**config.mk**
```make
export PLATFORM = sky130hd
export DESIGN_NAME = printf_format_engine
export DESIGN_NICKNAME = d
export VERILOG_FILES = /design/src/pfe_pkg.sv /design/src/printf_format_engine.sv /design/src/pfe_dpath.sv /design/src/pfe_ctrl.sv
export SDC_FILE = /design/constraint.sdc
export NUM_CORES = 1
export LEC_CHECK = 0
export BUFFER_PORTS_ARGS = -buffer_cell sky130_fd_sc_hd__buf_4
export CAP_MARGIN = 25
export CORE_MARGIN = 1.5
export CORE_UTILIZATION = 65
export CTS_CLUSTER_SIZE = 12
export DETAILED_ROUTE_END_ITERATION = 8
export GPL_TIMING_DRIVEN = 1
export PLACE_DENSITY = 0.91
export SLEW_MARGIN = 20
export SYNTH_ARGS = -nofsm -noshare
export SYNTH_HDL_FRONTEND = slang
export SYNTH_SLANG_ARGS = --single-unit
export TNS_END_PERCENT = 50
```
**constraint.sdc**
```tcl
create_clock -name clk -period 6.2 [get_ports clk]
set_input_delay 0.31 -clock clk [delete_from_list [all_inputs] [get_ports clk]]
set_output_delay 0.31 -clock clk [all_outputs]
set_load 0.01 [all_outputs]
```
**src/pfe_pkg.sv**
```systemverilog
// ----------------------------------------------------------------------------
// pfe_pkg
// Shared types, codes and character tables for the printf format engine.
// ----------------------------------------------------------------------------
package pfe_pkg;

  // input command codes
  localparam logic [1:0] CMD_FMT     = 2'd0;
  localparam logic [1:0] CMD_STR     = 2'd1;
  localparam logic [1:0] CMD_STR_END = 2'd2;
  localparam logic [1:0] CMD_FMT_END = 2'd3;

  localparam logic [7:0] CH_PERCENT = 8'h25;
  localparam logic [7:0] CH_D       = 8'h64;
  localparam logic [7:0] CH_X       = 8'h78;
  localparam logic [7:0] CH_S       = 8'h73;
  localparam logic [7:0] CH_MINUS   = 8'h2d;

  localparam int DEC_DIGITS = 10;
  localparam int HEX_DIGITS = 8;
  localparam int ARG_W      = 32;
  localparam int CNT_W      = 31;
  localparam logic [CNT_W-1:0] CNT_MAX = {CNT_W{1'b1}};

  // output character sources
  localparam logic [2:0] SRC_BYTE  = 3'd0;
  localparam logic [2:0] SRC_DIGIT = 3'd1;
  localparam logic [2:0] SRC_MINUS = 3'd2;
  localparam logic [2:0] SRC_NULL  = 3'd3;
  localparam logic [2:0] SRC_COUNT = 3'd4;

  typedef struct packed {
    logic [1:0]              cmd;
    logic [7:0]              byte_req;
    logic signed [ARG_W-1:0] arg_value;
    logic                    arg_null;
  } in_item_t;

  typedef struct packed {
    logic [7:0]       out_char;
    logic             is_count;
    logic [CNT_W-1:0] char_count;
    logic             last;
  } out_item_t;

  // controller to datapath
  typedef struct packed {
    logic       load_dec;
    logic       load_hex;
    logic       dd_step;
    logic       push;
    logic [2:0] src;
    logic       last;
    logic       cnt_clr;
    logic [3:0] sel;
  } pfe_cmd_t;

  // datapath to controller
  typedef struct packed {
    logic out_free;
    logic digit_zero;
  } pfe_stat_t;

  function automatic logic [7:0] hex_char(input logic [3:0] d);
    logic [7:0] c;
    c = (d < 4'd10) ? (8'h30 + {4'd0, d}) : (8'h57 + {4'd0, d});
    return c;
  endfunction

  function automatic logic [7:0] null_char(input logic [3:0] i);
    logic [7:0] c;
    unique case (i)
      4'd0:    c = 8'h28; // (
      4'd1:    c = 8'h6e; // n
      4'd2:    c = 8'h75; // u
      4'd3:    c = 8'h6c; // l
      4'd4:    c = 8'h6c; // l
      default: c = 8'h29; // )
    endcase
    return c;
  endfunction

endpackage

```
**src/printf_format_engine.sv**
```systemverilog
// ----------------------------------------------------------------------------
// printf_format_engine
// Small printf engine for %d, %x and %s over a format and argument stream.
// ----------------------------------------------------------------------------
// Input channel (in_valid/in_stall/in_data) carries format bytes, string
// argument bytes, end-of-string and end-of-format items. Output channel
// (out_valid/out_stall/out_data) carries one transaction per character, and
// one count transaction for each end-of-format item; last marks the final
// transaction caused by an input item.
// Plain bytes, string bytes and the count pass at one item per cycle while
// out_stall is low, through the output register. %d holds the input through
// the accept, a binary to BCD shift (S_CONV), a skip of leading zeros that
// keeps at least one digit (S_SKIP), then the digits (S_DIGITS). %x holds it
// the same way: accept, skip of leading zero nibbles, digits. "(null)" holds
// it for the accept and its six characters. Input stalls while a conversion
// runs and while the output register is held by out_stall. No transaction is
// lost or repeated under stall.
// Reset (rst, synchronous) clears the parser state, count and output valid.
// ----------------------------------------------------------------------------
module printf_format_engine (
  input  logic               clk,
  input  logic               rst,
  input  logic               in_valid,
  output logic               in_stall,
  input  pfe_pkg::in_item_t  in_data,
  output logic               out_valid,
  input  logic               out_stall,
  output pfe_pkg::out_item_t out_data
);
  import pfe_pkg::*;

  pfe_cmd_t  cmd;
  pfe_stat_t stat;

  pfe_ctrl u_ctrl (
    .clk      (clk),
    .rst      (rst),
    .in_valid (in_valid),
    .in_stall (in_stall),
    .in_data  (in_data),
    .stat     (stat),
    .cmd      (cmd)
  );

  pfe_dpath u_dpath (
    .clk       (clk),
    .rst       (rst),
    .in_data   (in_data),
    .cmd       (cmd),
    .stat      (stat),
    .out_valid (out_valid),
    .out_stall (out_stall),
    .out_data  (out_data)
  );

endmodule

```
**src/pfe_dpath.sv**
```systemverilog
// ----------------------------------------------------------------------------
// pfe_dpath
// Binary to BCD shifter, digit store, character count and output register.
// ----------------------------------------------------------------------------
module pfe_dpath (
  input  logic              clk,
  input  logic              rst,
  input  pfe_pkg::in_item_t in_data,
  input  pfe_pkg::pfe_cmd_t cmd,
  output pfe_pkg::pfe_stat_t stat,
  output logic              out_valid,
  input  logic              out_stall,
  output pfe_pkg::out_item_t out_data
);
  import pfe_pkg::*;

  logic [DEC_DIGITS-1:0][3:0] dig;
  logic [DEC_DIGITS-1:0][3:0] dig_adj;
  logic [4*DEC_DIGITS-1:0]    adj_bits;
  logic [ARG_W-1:0]           bin;
  logic [ARG_W-1:0]           mag;
  logic [CNT_W-1:0]           emitted_count;
  logic [3:0]                 cur_digit;
  logic [7:0]                 ch;
  out_item_t                  item_next;

  assign cur_digit       = dig[cmd.sel];
  assign stat.digit_zero = (cur_digit == 4'd0);
  assign stat.out_free   = !out_valid || !out_stall;

  // 0x80000000 maps to itself, which is its correct magnitude
  assign mag = in_data.arg_value[ARG_W-1] ? (ARG_W'(0) - ARG_W'(in_data.arg_value))
                                          : ARG_W'(in_data.arg_value);

  // add-3 correction ahead of each shift
  always_comb begin
    for (int i = 0; i < DEC_DIGITS; i++) begin
      dig_adj[i] = (dig[i] >= 4'd5) ? (dig[i] + 4'd3) : dig[i];
    end
  end

  assign adj_bits = dig_adj;

  always_ff @(posedge clk) begin
    if (cmd.load_dec) begin
      dig <= '0;
      bin <= mag;
    end else if (cmd.load_hex) begin
      dig <= {8'd0, ARG_W'(in_data.arg_value)};
    end else if (cmd.dd_step) begin
      dig <= {adj_bits[4*DEC_DIGITS-2:0], bin[ARG_W-1]};
      bin <= {bin[ARG_W-2:0], 1'b0};
    end
  end

  always_comb begin
    unique case (cmd.src)
      SRC_BYTE:  ch = in_data.byte_req;
      SRC_DIGIT: ch = hex_char(cur_digit);
      SRC_MINUS: ch = CH_MINUS;
      SRC_NULL:  ch = null_char(cmd.sel);
      default:   ch = 8'd0;
    endcase
    item_next.out_char   = ch;
    item_next.is_count   = (cmd.src == SRC_COUNT);
    item_next.char_count = (cmd.src == SRC_COUNT) ? emitted_count : '0;
    item_next.last       = cmd.last;
  end

  always_ff @(posedge clk) begin
    if (rst) begin
      emitted_count <= '0;
    end else if (cmd.cnt_clr) begin
      emitted_count <= '0;
    end else if (cmd.push && (cmd.src != SRC_COUNT) && (emitted_count != CNT_MAX)) begin
      emitted_count <= emitted_count + 1'b1;
    end
  end

  always_ff @(posedge clk) begin
    if (rst) begin
      out_valid <= 1'b0;
    end else if (cmd.push) begin
      out_valid <= 1'b1;
    end else if (!out_stall) begin
      out_valid <= 1'b0;
    end
  end

  always_ff @(posedge clk) begin
    if (cmd.push) begin
      out_data <= item_next;
    end
  end

endmodule

```
**src/pfe_ctrl.sv**
```systemverilog
// ----------------------------------------------------------------------------
// pfe_ctrl
// Format parser and conversion sequencer.
// ----------------------------------------------------------------------------
module pfe_ctrl (
  input  logic               clk,
  input  logic               rst,
  input  logic               in_valid,
  output logic               in_stall,
  input  pfe_pkg::in_item_t  in_data,
  input  pfe_pkg::pfe_stat_t stat,
  output pfe_pkg::pfe_cmd_t  cmd
);
  import pfe_pkg::*;

  localparam logic [2:0] S_IDLE   = 3'd0;
  localparam logic [2:0] S_CONV   = 3'd1;
  localparam logic [2:0] S_SKIP   = 3'd2;
  localparam logic [2:0] S_DIGITS = 3'd3;
  localparam logic [2:0] S_NULL   = 3'd4;

  localparam logic [4:0] DD_LAST  = 5'(ARG_W - 1);
  localparam logic [4:0] DEC_TOP  = 5'(DEC_DIGITS - 1);
  localparam logic [4:0] HEX_TOP  = 5'(HEX_DIGITS - 1);
  localparam logic [4:0] NULL_END = 5'd5;

  logic [2:0] state, state_next;
  logic [4:0] cnt, cnt_next;
  logic       pending, pending_next;
  logic       in_string, in_string_next;
  logic       acc;

  assign in_stall = !((state == S_IDLE) && stat.out_free);
  assign acc      = in_valid && !in_stall;

  always_comb begin
    state_next     = state;
    cnt_next       = cnt;
    pending_next   = pending;
    in_string_next = in_string;
    cmd            = '0;
    cmd.sel        = cnt[3:0];
    cmd.src        = SRC_BYTE;

    unique case (state)
      S_IDLE: begin
        if (acc) begin
          unique case (in_data.cmd)
            CMD_FMT: begin
              in_string_next = 1'b0;
              if (pending) begin
                pending_next = 1'b0;
                if (in_data.byte_req == CH_D) begin
                  cmd.load_dec = 1'b1;
                  if (in_data.arg_value[ARG_W-1]) begin
                    cmd.push = 1'b1;
                    cmd.src  = SRC_MINUS;
                  end
                  cnt_next   = '0;
                  state_next = S_CONV;
                end else if (in_data.byte_req == CH_X) begin
                  cmd.load_hex = 1'b1;
                  cnt_next     = HEX_TOP;
                  state_next   = S_SKIP;
                end else if (in_data.byte_req == CH_S) begin
                  if (in_data.arg_null) begin
                    cnt_next   = '0;
                    state_next = S_NULL;
                  end else begin
                    in_string_next = 1'b1;
                  end
                end
              end else if (in_data.byte_req == CH_PERCENT) begin
                pending_next = 1'b1;
              end else begin
                cmd.push = 1'b1;
                cmd.last = 1'b1;
              end
            end
            CMD_STR: begin
              if (in_string) begin
                cmd.push = 1'b1;
                cmd.last = 1'b1;
              end
            end
            CMD_STR_END: begin
              in_string_next = 1'b0;
            end
            default: begin
              cmd.push       = 1'b1;
              cmd.src        = SRC_COUNT;
              cmd.last       = 1'b1;
              cmd.cnt_clr    = 1'b1;
              pending_next   = 1'b0;
              in_string_next = 1'b0;
            end
          endcase
        end
      end
      S_CONV: begin
        cmd.dd_step = 1'b1;
        if (cnt == DD_LAST) begin
          cnt_next   = DEC_TOP;
          state_next = S_SKIP;
        end else begin
          cnt_next = cnt + 1'b1;
        end
      end
      S_SKIP: begin
        // drop leading zeros, keeping at least one digit
        if ((cnt != '0) && stat.digit_zero) begin
          cnt_next = cnt - 1'b1;
        end else begin
          state_next = S_DIGITS;
        end
      end
      S_DIGITS: begin
        if (stat.out_free) begin
          cmd.push = 1'b1;
          cmd.src  = SRC_DIGIT;
          cmd.last = (cnt == '0);
          if (cnt == '0) begin
            state_next = S_IDLE;
          end else begin
            cnt_next = cnt - 1'b1;
          end
        end
      end
      S_NULL: begin
        if (stat.out_free) begin
          cmd.push = 1'b1;
          cmd.src  = SRC_NULL;
          cmd.last = (cnt == NULL_END);
          if (cnt == NULL_END) begin
            state_next = S_IDLE;
          end else begin
            cnt_next = cnt + 1'b1;
          end
        end
      end
      default: begin
        state_next = S_IDLE;
      end
    endcase
  end

  always_ff @(posedge clk) begin
    if (rst) begin
      state     <= S_IDLE;
      cnt       <= '0;
      pending   <= 1'b0;
      in_string <= 1'b0;
    end else begin
      state     <= state_next;
      cnt       <= cnt_next;
      pending   <= pending_next;
      in_string <= in_string_next;
    end
  end

endmodule

```
==> results of run 1 <==
final cells by class:
cell class                 instances  area [um2]  area share [%]
multi-input combinational        772        4930            47.0
timing repair buffer              99         743            7.08
inverter                          39         146            1.39
sequential                       155        3830            36.5
clock buffer                      23         522            4.97
clock inverter                     9        97.6           0.930
tap                              180         225            2.15
metal layers:
metal | wire length [um] | vias to the layer above | GRT usage (%)
li1 | - | 3928 | -
met1 | 9680 | 4049 | 45.8
met2 | 11200 | 589 | 51.7
met3 | 2550 | 75 | 6.46
met4 | 633 | 0 | 12.9
met5 | 0 | - | 0
synthesized netlist by cell type, types with 10 or more instances:
master / count / area, um2
a21oi_1: 89 / 445
a221oi_1: 18 / 158
a22oi_1: 12 / 90.1
a31oi_1: 10 / 62.6
and2_1: 35 / 219
and3_1: 17 / 106
clkbuf_1: 52 / 195
dfxtp_1: 82 / 1640
edfxtp_1: 73 / 2190
ha_1: 33 / 413
inv_1: 37 / 139
mux2i_1: 16 / 160
nand2_1: 92 / 345
nand2b_1: 14 / 87.6
nand3_1: 30 / 150
nand4_1: 15 / 93.8
nor2_1: 74 / 278
nor3_1: 16 / 80.1
o21ai_0: 86 / 430
o31ai_1: 27 / 203
or3_1: 16 / 100
or4_1: 21 / 158
xnor2_1: 20 / 175
xor2_1: 26 / 228
worst max-delay path, cell delays in order (launching register included):
cell,delay [ps]
dfxtp_1,770
mux4_2,580
a211oi_1,780
ha_1,290
o21ai_0,140
o41ai_2,460
and3_1,310
mux2_1,340
flip-flops by register name (all words and copies together) (netlist names):
signal and cells:
u_ctrl.in_string 1, u_ctrl.pending 1, u_ctrl.cnt 5, u_dpath.out_valid 1, u_dpath.dig 40, u_ctrl.state 3
u_dpath.bin 32, u_dpath.emitted_count 31, u_dpath.out_data 41
per-stage QoR:
| stage | instance area [um2] | cells | hold WS (ps) |
|---|---|---|---|
| floorplan | 9140 | 1027 | 456 |
| CTS | 10500 | 1277 | 123 |
| global route | 10500 | 1277 | 138 |
| detailed placement | 9880 | 1245 | 491 |
| global placement | 9880 | 1245 | 475 |
| finish | 10500 | 1277 | 131 |
path summary, 6_finish.rpt:
| path | startpoint | end | slack [ps] | cells past startpoint |
|---|---|---|---|---|
| max | u_ctrl.cnt[0]$_SDFFE_PP0P_ | u_ctrl.cnt[0]$_SDFFE_PP0P_ | 2420 | 7 |
| max reg2reg | u_ctrl.cnt[0]$_SDFFE_PP0P_ | u_ctrl.cnt[0]$_SDFFE_PP0P_ | 2420 | 7 |
| min | rst | u_ctrl.state[2]$_SDFFE_PP0P_ | 130 | 2 |
| min reg2reg | u_dpath.dig[37]$_SDFFE_PP0P_ | u_dpath.dig[37]$_SDFFE_PP0P_ | 500 | 2 |
cell families (layout without fill, tap and decap cells):
family / after synthesis / in the layout / share of synthesized area [%]
AND/OR/NAND/NOR: 382 / 382 / 22.4
AO/OA/AOI/OAI: 291 / 291 / 19.9
buffers and inverters: 100 / 170 / 4.18
adder cells (fa/ha/maj): 33 / 33 / 4.52
XOR/XNOR: 46 / 46 / 4.41
multiplexers: 20 / 20 / 2.62
flip-flops: 155 / 155 / 42.0
where the power goes:
part           internal (uW)  leakage [uW]  switching (uW)
registers               1100       0.00135            38.0
logic                    112       0.00222             147
clock network            642      0.000297             445
total                   1860       0.00387             630
==> run_results.csv, run 1 <==
group,metric,value,unit
cells_and_area,final_cell_mix,"buf_4, nand2_1, a21oi_1",
power_and_ir_drop,p_per_area,237,mW/mm2
route,vias_per_cell,6.77,
synth,syn_inst,1027,
worst_setup_path,critical_path_required,6530,ps
placement,gp_congestion,0.938,
clocking,root_buffer,"clkbuf_16",
route,ant_nets,0,
cells_and_area,post-route-util,75.9,%
worst_setup_path,worst-path-max-fanout,18,
clocking,clock-sinks,155,
clocking,post-cts-setup-buffer-count,0,
worst_setup_path,arrival,4110,ps
clocking,ctsHoldBuffers,0,
sta,relSlewSlack,37.2,%
min_path,min_path_type,"input port to flip-flop",
placement,dp.final_hpwl,15400,um
clocking,clock_insertion_delay_worst_skew,440,ps
floorplan,core_area,0.0138,mm2
floorplan,die_h,122,um
sta,period_minus_slack,3780,ps
synth,synth-seq-cells,155,
sta,tightestPinTransition,940,ps
route,drt_iter0_drc,1222,
clocking,htreeDepth,4,
placement,numPortBuffers,89,
synth,yosysSeqAreaShare,42.0,%
synth,synth-edff-count,73,
grt,grt_pass1_wl,38500,um
power_and_ir_drop,irDropWorstVdd,144,uV
grt,grt_max_degree,57,
clocking,clk_pin_slew_worst_paths,60,ps
placement,post-place-ws,2540,ps
floorplan,rows,43,
cells_and_area,syn2layout_area_growth,14.9,%
sta,fin_crit_sh,61.0,%
run_status,status,"completed",
grt,antenna_found_initial,0,
cells_and_area,antenna_cells,0,
clocking,cts.repair.resized,0,
floorplan,die_x,122,um
sta,finalSetupViolCount,0,
clocking,cts_made_buffers,17,
synth,synth_area,0.00914,mm2
worst_setup_path,critPathKind,"flip-flop to flip-flop",
sta,rsz0062_at_grt,"no",
sta,drv_slew,0,
floorplan,dieArea,0.0148,mm2
floorplan,start_util,66.1,%
sta,tns,0,ps
synth,synth_fp_nets,1107,
route,wl_per_cell,18.9,um
route,firstDrtPassIters,7,
sta,setup_ws,2420,ps
synth,synth_cell_type_count,62,
synth,syn_area_per_cell,8.90,um2
route,routed_wl,24100,um
route,drc_errors,0,
clocking,clk_path_buf_depth,2,
sta,finClkSkew,6.65,ps
cells_and_area,drive_gt1_share,13.6,%
cells_and_area,fin_nets,1164,
grt,track_usage,33.1,%
floorplan,top_level_ports,90,
cells_and_area,final_common_cell,"buf_4",
worst_setup_path,cp-end-kind,"flip-flop",
power_and_ir_drop,power.total,2490,uW
grt,overflow,0,
sta,fmax,264,MHz
synth,synth_warnings,0,
synth,synth_ff_type,"dfxtp_1",
synth,async_flop_share,0,%
flow_run,drv_cap,0,
clocking,cts_tree,"built",
worst_setup_path,cp-start-kind,"flip-flop",
cells_and_area,fillCellCount,884,
route,num_vias,8641,
grt,grt_pass1_vias,7783,
sta,hold_viol,0,
power_and_ir_drop,leakagePower,0.00387,uW
Note: power is estimated with default switching activity, not from simulation.
==> run 2: changes to the inputs <==
--- a/config.mk
+++ b/config.mk
@@ -8,11 +8,11 @@
 export BUFFER_PORTS_ARGS = -buffer_cell sky130_fd_sc_hd__buf_4
 export CAP_MARGIN = 25
 export CORE_MARGIN = 1.5
-export CORE_UTILIZATION = 65
+export CORE_UTILIZATION = 54
 export CTS_CLUSTER_SIZE = 12
 export DETAILED_ROUTE_END_ITERATION = 8
 export GPL_TIMING_DRIVEN = 1
-export PLACE_DENSITY = 0.91
+export PLACE_DENSITY = 0.81
 export SLEW_MARGIN = 20
 export SYNTH_ARGS = -nofsm -noshare
 export SYNTH_HDL_FRONTEND = slang
==> constraint.sdc (replaced) <==
create_clock -name clk -period 3.35 [get_ports clk]
set_input_delay 0.1675 -clock clk [delete_from_list [all_inputs] [get_ports clk]]
set_output_delay 0.1675 -clock clk [all_outputs]
set_load 0.01 [all_outputs]
==> run_results.csv, run 2 (synthesized netlist as in run 1, its figures left out) <==
group,metric,value,unit
sta,finalSetupViolCount,0,
route,num_vias,8206,
worst_setup_path,cp-start-kind,"flip-flop",
cells_and_area,final_common_cell,"buf_4",
cells_and_area,regMostFlops,"u_dpath.out_data",
grt,grt_pass1_wl,37600,um
power_and_ir_drop,p_per_area,431,mW/mm2
floorplan,die_h,133,um
clocking,cts.repair.resized,0,
grt,track_usage,26.2,%
cells_and_area,fin_nets,1177,
cells_and_area,syn2layout_area_growth,16.6,%
floorplan,dieArea,0.0177,mm2
floorplan,top_level_ports,90,
route,routed_wl,23000,um
placement,placed_area,0.0100,mm2
worst_setup_path,worst-path-max-fanout,10,
worst_setup_path,cp-end-kind,"flip-flop",
clocking,clock-sinks,155,
worst_setup_path,arrival,3240,ps
cells_and_area,antenna_cells,0,
route,vias_per_cell,6.17,
sta,relSlewSlack,40.7,%
sta,tns,0,ps
cells_and_area,final_area,0.0107,mm2
clocking,clk_pin_slew_worst_paths,70,ps
grt,antenna_found_initial,0,
grt,grt_max_degree,56,
clocking,clock_insertion_delay_worst_skew,440,ps
cells_and_area,largest_reg_flops,41,
sta,tightestPinTransition,882,ps
min_path,min_path_type,"input port to flip-flop",
cells_and_area,drive_gt1_share,14.8,%
floorplan,rows,47,
floorplan,start_util,55.1,%
run_status,status,"completed",
route,firstDrtPassIters,5,
min_path,holdPathStages,3,
sta,hold_viol,0,
placement,dp.final_hpwl,15800,um
clocking,cts_tree,"built",
clocking,htreeDepth,4,
floorplan,core_area,0.0166,mm2
floorplan,die_x,133,um
placement,gp_congestion,0.912,
route,wl_per_cell,17.3,um
clocking,cts_made_buffers,17,
clocking,root_buffer,"clkbuf_16",
placement,numPortBuffers,89,
sta,rsz0062_at_grt,"no",
power_and_ir_drop,irDropWorstVdd,365,uV
cells_and_area,largestRegisters,"u_dpath.out_data (41), u_dpath.dig (40), u_dpath.bin (32)",
route,ant_nets,0,
sta,fin_crit_sh,87.1,%
clocking,clk_path_buf_depth,2,
route,drt_iter0_drc,764,
cells_and_area,final_cell_mix,"buf_4, nand2_1, a21oi_1",
worst_setup_path,critical_path_required,3680,ps
sta,drv_slew,0,
power_and_ir_drop,leakagePower,0.00394,uW
sta,fmax,343,MHz
grt,grt_pass1_vias,7422,
worst_setup_path,critPathKind,"flip-flop to flip-flop",
worst_setup_path,reg2reg_depth,8,
route,drc_errors,0,
sta,finClkSkew,10.1,ps
flow_run,drv_cap,0,
grt,overflow,0,
power_and_ir_drop,power.total,4590,uW
sta,period_minus_slack,2920,ps
-- run 2: stage by stage --
step | hold slack, ps | utilization, % | setup WS (ps) | std cells
2_1_floorplan | 322 | - | 51.6 | 1027
3_3_place_gp | 441 | 60.5 | 539 | 1297
5_1_grt | 30.0 | 64.3 | 291 | 1330
6_report | 12.2 | 64.3 | 432 | 1330
3_5_place_dp | 445 | 60.5 | 448 | 1297
4_1_cts | 8.18 | 64.3 | 433 | 1330
-- run 2: per-layer routing --
metal,share of wire (%),vias to the layer above,global-route usage (%)
li1,-,3963,-
met1,46,3870,36.6
met2,46,331,41.1
met3,6.0,42,4.37
met4,2.0,0,9.22
met5,0,-,0
-- run 2: timing repair --
| action | CTS | global route |
|---|---|---|
| setup endpoints to repair | 0 | 0 |
| hold buffers | 1 | 0 |
| hold endpoints to repair | 4 | 0 |
| setup buffers | 0 | 0 |
-- run 2: path summary, 6_finish.rpt --
path                                          from                                    end  slack (ps)
min                                    in_data[14]           u_dpath.dig[13]$_SDFFE_PP0P_          10
max reg2reg             u_ctrl.cnt[0]$_SDFFE_PP0P_             u_ctrl.cnt[0]$_SDFFE_PP0P_         430
min reg2reg  u_dpath.emitted_count[5]$_SDFFE_PP0P_  u_dpath.emitted_count[5]$_SDFFE_PP0P_         500
max                     u_ctrl.cnt[0]$_SDFFE_PP0P_             u_ctrl.cnt[0]$_SDFFE_PP0P_         430
-- run 2: layout make-up --
type	count	area (um2)
fill	1362	5930
multi-input combinational	772	4940
sequential	155	3830
timing repair buffer	112	856
clock buffer	18	429
tap	220	275
clock inverter	14	179
inverter	39	146
-- run 2: power breakdown --
part | switching [uW] | internal (uW) | leakage (uW)
Combinational | 265 | 212 | 0.00229
Clock | 870 | 1130 | 0.000295
Sequential | 69.3 | 2040 | 0.00135
-- run 2: worst max-delay path, stage by stage (launching register included) --
cell and delay, ps:
dfxtp_1 610, buf_4 250, mux2i_1 210, nor2_1 70, or4_1 580, o41ai_2 340
buf_4 180, and3_1 230, mux2_1 330
==> run 3: changes to the inputs <==
--- a/config.mk
+++ b/config.mk
@@ -5,10 +5,13 @@
 export SDC_FILE = /design/constraint.sdc
 export NUM_CORES = 1
 export LEC_CHECK = 0
+export ABC_AREA = 1
 export BUFFER_PORTS_ARGS = -buffer_cell sky130_fd_sc_hd__buf_4
 export CAP_MARGIN = 25
+export CELL_PAD_IN_SITES_DETAIL_PLACEMENT = 1
+export CELL_PAD_IN_SITES_GLOBAL_PLACEMENT = 2
 export CORE_MARGIN = 1.5
-export CORE_UTILIZATION = 54
+export CORE_UTILIZATION = 31
 export CTS_CLUSTER_SIZE = 12
 export DETAILED_ROUTE_END_ITERATION = 8
 export GPL_TIMING_DRIVEN = 1
@@ -17,4 +20,4 @@
 export SYNTH_ARGS = -nofsm -noshare
 export SYNTH_HDL_FRONTEND = slang
 export SYNTH_SLANG_ARGS = --single-unit
-export TNS_END_PERCENT = 50
+export TNS_END_PERCENT = 5
==> run_results.csv, run 3 <==
group,metric,value,unit
synth,synth_cell_type_count,39,
synth,synth_fa_ha_area_share,4.02,%
grt,grt_use_met1,27.7,%
clocking,clk_path_buf_depth,2,
grt,overflow,0,
clocking,clk_pin_slew_worst_paths,70,ps
synth,ys_top_cells_by_area,"edfxtp_1, dfxtp_1, nand2_1",
synth,synth_commonest_cells,"nand2_1, nor2_1, inv_1, nand3_1, a21oi_1",
floorplan,die_h,185,um
power_and_ir_drop,irDropWorstVdd,393,uV
grt,gr-usage-met2,34.2,%
route,wl_per_cell,16.5,um
sta,rsz0062_at_grt,"no",
grt,grt_pass1_wl,54600,um
synth,synth_top_family_by_area,"simple AND/OR/NAND/NOR gates",
worst_setup_path,critical_path_required,3700,ps
power_and_ir_drop,clkPwrFrac,46.2,%
grt,grt_pass1_vias,10255,
min_path,min_path_type,"input port to flip-flop",
route,firstDrtPassIters,5,
route,drt_iter0_drc,491,
sta,relSlewSlack,47.4,%
worst_setup_path,cpPeakStageDelay,640,ps
synth,yosys.area_share.simple,33.5,%
power_and_ir_drop,power.switching,1220,uW
synth,synth_area,0.0103,mm2
cells_and_area,post-route-util,36.6,%
route,vias_per_cell,4.92,
cells_and_area,largestRegisters,"u_dpath.out_data (41), u_dpath.dig (40), u_dpath.bin (32)",
grt,antenna_found_initial,0,
floorplan,start_util,31.5,%
floorplan,top_level_ports,90,
clocking,cts_made_buffers,17,
sta,whs,31.4,ps
route,ant_nets,0,
power_and_ir_drop,leakagePower,0.00526,uW
power_and_ir_drop,p_per_area,375,mW/mm2
synth,synth_xor_area_share,4.26,%
cells_and_area,syn2layout_area_growth,16.2,%
synth,syn_inst,1498,
sta,tightestPinTransition,788,ps
floorplan,die_x,185,um
synth,synth-seq-cells,155,
synth,yosysTopAreaCellShare,21.3,%
synth,synth_fp_nets,1578,
synth,synth_ff_type,"dfxtp_1",
grt,grtUsageMet3,2.48,%
cells_and_area,antenna_cells,0,
sta,hold_viol,0,
clocking,root_buffer,"clkbuf_16",
sta,tns,0,ps
worst_setup_path,arrival,2990,ps
synth,syn_area_per_cell,6.86,um2
sta,drv_slew,0,
cells_and_area,final_common_cell,"nand2_1",
floorplan,core_area,0.0326,mm2
placement,gp_congestion,0.840,
worst_setup_path,worst-path-max-fanout,15,
clocking,htreeDepth,4,
clocking,clock-sinks,155,
clocking,cts_tree,"built",
route,num_vias,9965,
grt,grt_max_degree,35,
placement,dp.final_hpwl,25300,um
worst_setup_path,cp-start-kind,"flip-flop",
route,routed_wl,33500,um
clocking,clock_insertion_delay_worst_skew,460,ps
route,drc_errors,0,
power_and_ir_drop,p_int,3260,uW
grt,track_usage,20.5,%
floorplan,rows,66,
placement,numPortBuffers,89,
synth,synthMuxAreaShare,0.292,%
sta,period_minus_slack,2640,ps
sta,finClkSkew,11.6,ps
sta,fin_crit_sh,78.7,%
power_and_ir_drop,power_frac_seq,45.3,%
worst_setup_path,cp-end-kind,"flip-flop",
clocking,cts.repair.resized,0,
synth,synth_most_common_cell,"nand2_1",
cells_and_area,largest_reg_flops,41,
floorplan,dieArea,0.0343,mm2
synth,synth-edff-count,73,
worst_setup_path,cp_slowest_cell,"dfxtp_1",
synth,synth_compound_gate_area_share,10.9,%
flow_run,drv_cap,0,
synth,yosysTopAreaCell,"edfxtp_1",
power_and_ir_drop,combPwrFrac,8.5,%
run_status,status,"completed",
worst_setup_path,path_common_cell,"nand2_1",
sta,fmax,379,MHz
synth,yosysSeqAreaShare,37.3,%
cells_and_area,drive_gt1_share,11.2,%
cells_and_area,final_cell_mix,"nand2_1, nor2_1, inv_1",
sta,finalSetupViolCount,0,
synth,synth_warnings,0,
cells_and_area,fin_nets,1652,
worst_setup_path,critPathKind,"flip-flop to flip-flop",
synth,async_flop_share,0,%
worst_setup_path,crit_chain,"inv_1 > nand3_1 > o21ai_0 > nand2_1 > nand2_1 > nor2_1 > ha_1 > nand2_1 > inv_1 > nand4_1 > a21oi_1 > nor2_1",
power_and_ir_drop,p_sw_share,27.3,%
grt,grt.busiest_layer,"met2",
cells_and_area,regMostFlops,"u_dpath.out_data",
[run 3: cell types whose count changed after synthesis, sizes merged, moves of 20 or more]
| cell | before | now |
|---|---|---|
| nand4 | 15 | 41 |
| clkbuf | 52 | 16 |
| nand2 | 92 | 395 |
| nor2 | 74 | 221 |
| nand3 | 30 | 118 |
| or4 | 21 | 0 |
| xnor2 | 20 | 0 |
| o31ai | 27 | 3 |
| inv | 38 | 190 |
| buf | 9 | 33 |
| and2 | 36 | 0 |
| xor2 | 26 | 50 |
[run 3: power groups by stage]
stage                     registers, uW  logic [uW]  clock network (uW)
after floorplan                    2090         193                   0
after global placement             2080         377                   0
after detailed placement           2080         381                   0
after CTS                          2030         385                2130
after global routing               2040         423                2200
final                              2030         380                2070
[run 3: worst max-delay path: cells and delay by family, from the launching register on]
family / cells / cell delay [ps]
flops: 1 / 640
fa+ha+maj: 1 / 220
simple gates: 7 / 950
buf+inv: 2 / 390
compound gates: 2 / 330
[run 3: final timing paths]
check / cells after the start / end / slack, ps / from
min: 4 / u_ctrl.in_string$_SDFFE_PP0P_ / 30 / in_data[0]
max reg2reg: 12 / u_ctrl.state[2]$_SDFFE_PP0P_ / 710 / u_ctrl.cnt[1]$_SDFFE_PP0P_
min reg2reg: 2 / u_dpath.emitted_count[30]$_SDFFE_PP0P_ / 490 / u_dpath.emitted_count[30]$_SDFFE_PP0P_
max: 12 / u_ctrl.state[2]$_SDFFE_PP0P_ / 710 / u_ctrl.cnt[1]$_SDFFE_PP0P_
[run 3: timing repair]
action	4_1_cts	5_1_grt
hold buffers	1	0
setup buffers	0	0
hold endpoints to repair	2	0
[run 3: kinds of logic after synthesis]
kind of cell / count (synthesis)
mux: 3
compound gates: 216
buf+inv: 239
simple gates: 802
flops: 155
fa+ha+maj: 33
xor+xnor: 50
[run 3: metrics by stage]
stage / total power, uW / cells / cell area [um2] / setup slack, ps
floorplan: 2280 / 1498 / 10300 / 966
global placement: 2450 / 1994 / 11300 / 735
detailed placement: 2460 / 1994 / 11300 / 682
CTS: 4540 / 2027 / 12000 / 677
global route: 4660 / 2027 / 12000 / 359
finish: 4490 / 2027 / 12000 / 715
[run 3: layer usage]
layer / share of wire, % / wire, um / up-vias
met5: 0 / 0 / -
met4: 1.7 / 567 / 0
met3: 2.5 / 830 / 35
met2: 47 / 15700 / 121
met1: 49 / 16400 / 4795
li1: - / - / 5014
[run 3: cell type report]
| class | instances | area (um2) |
|---|---|---|
| inverters | 190 | 716 |
| repair buffers | 104 | 783 |
| clock buffers | 18 | 450 |
| clock inverters | 14 | 168 |
| well taps | 442 | 553 |
| multi-input cells | 1104 | 5450 |
| fillers | 4171 | 20700 |
| flip-flops and latches | 155 | 3830 |
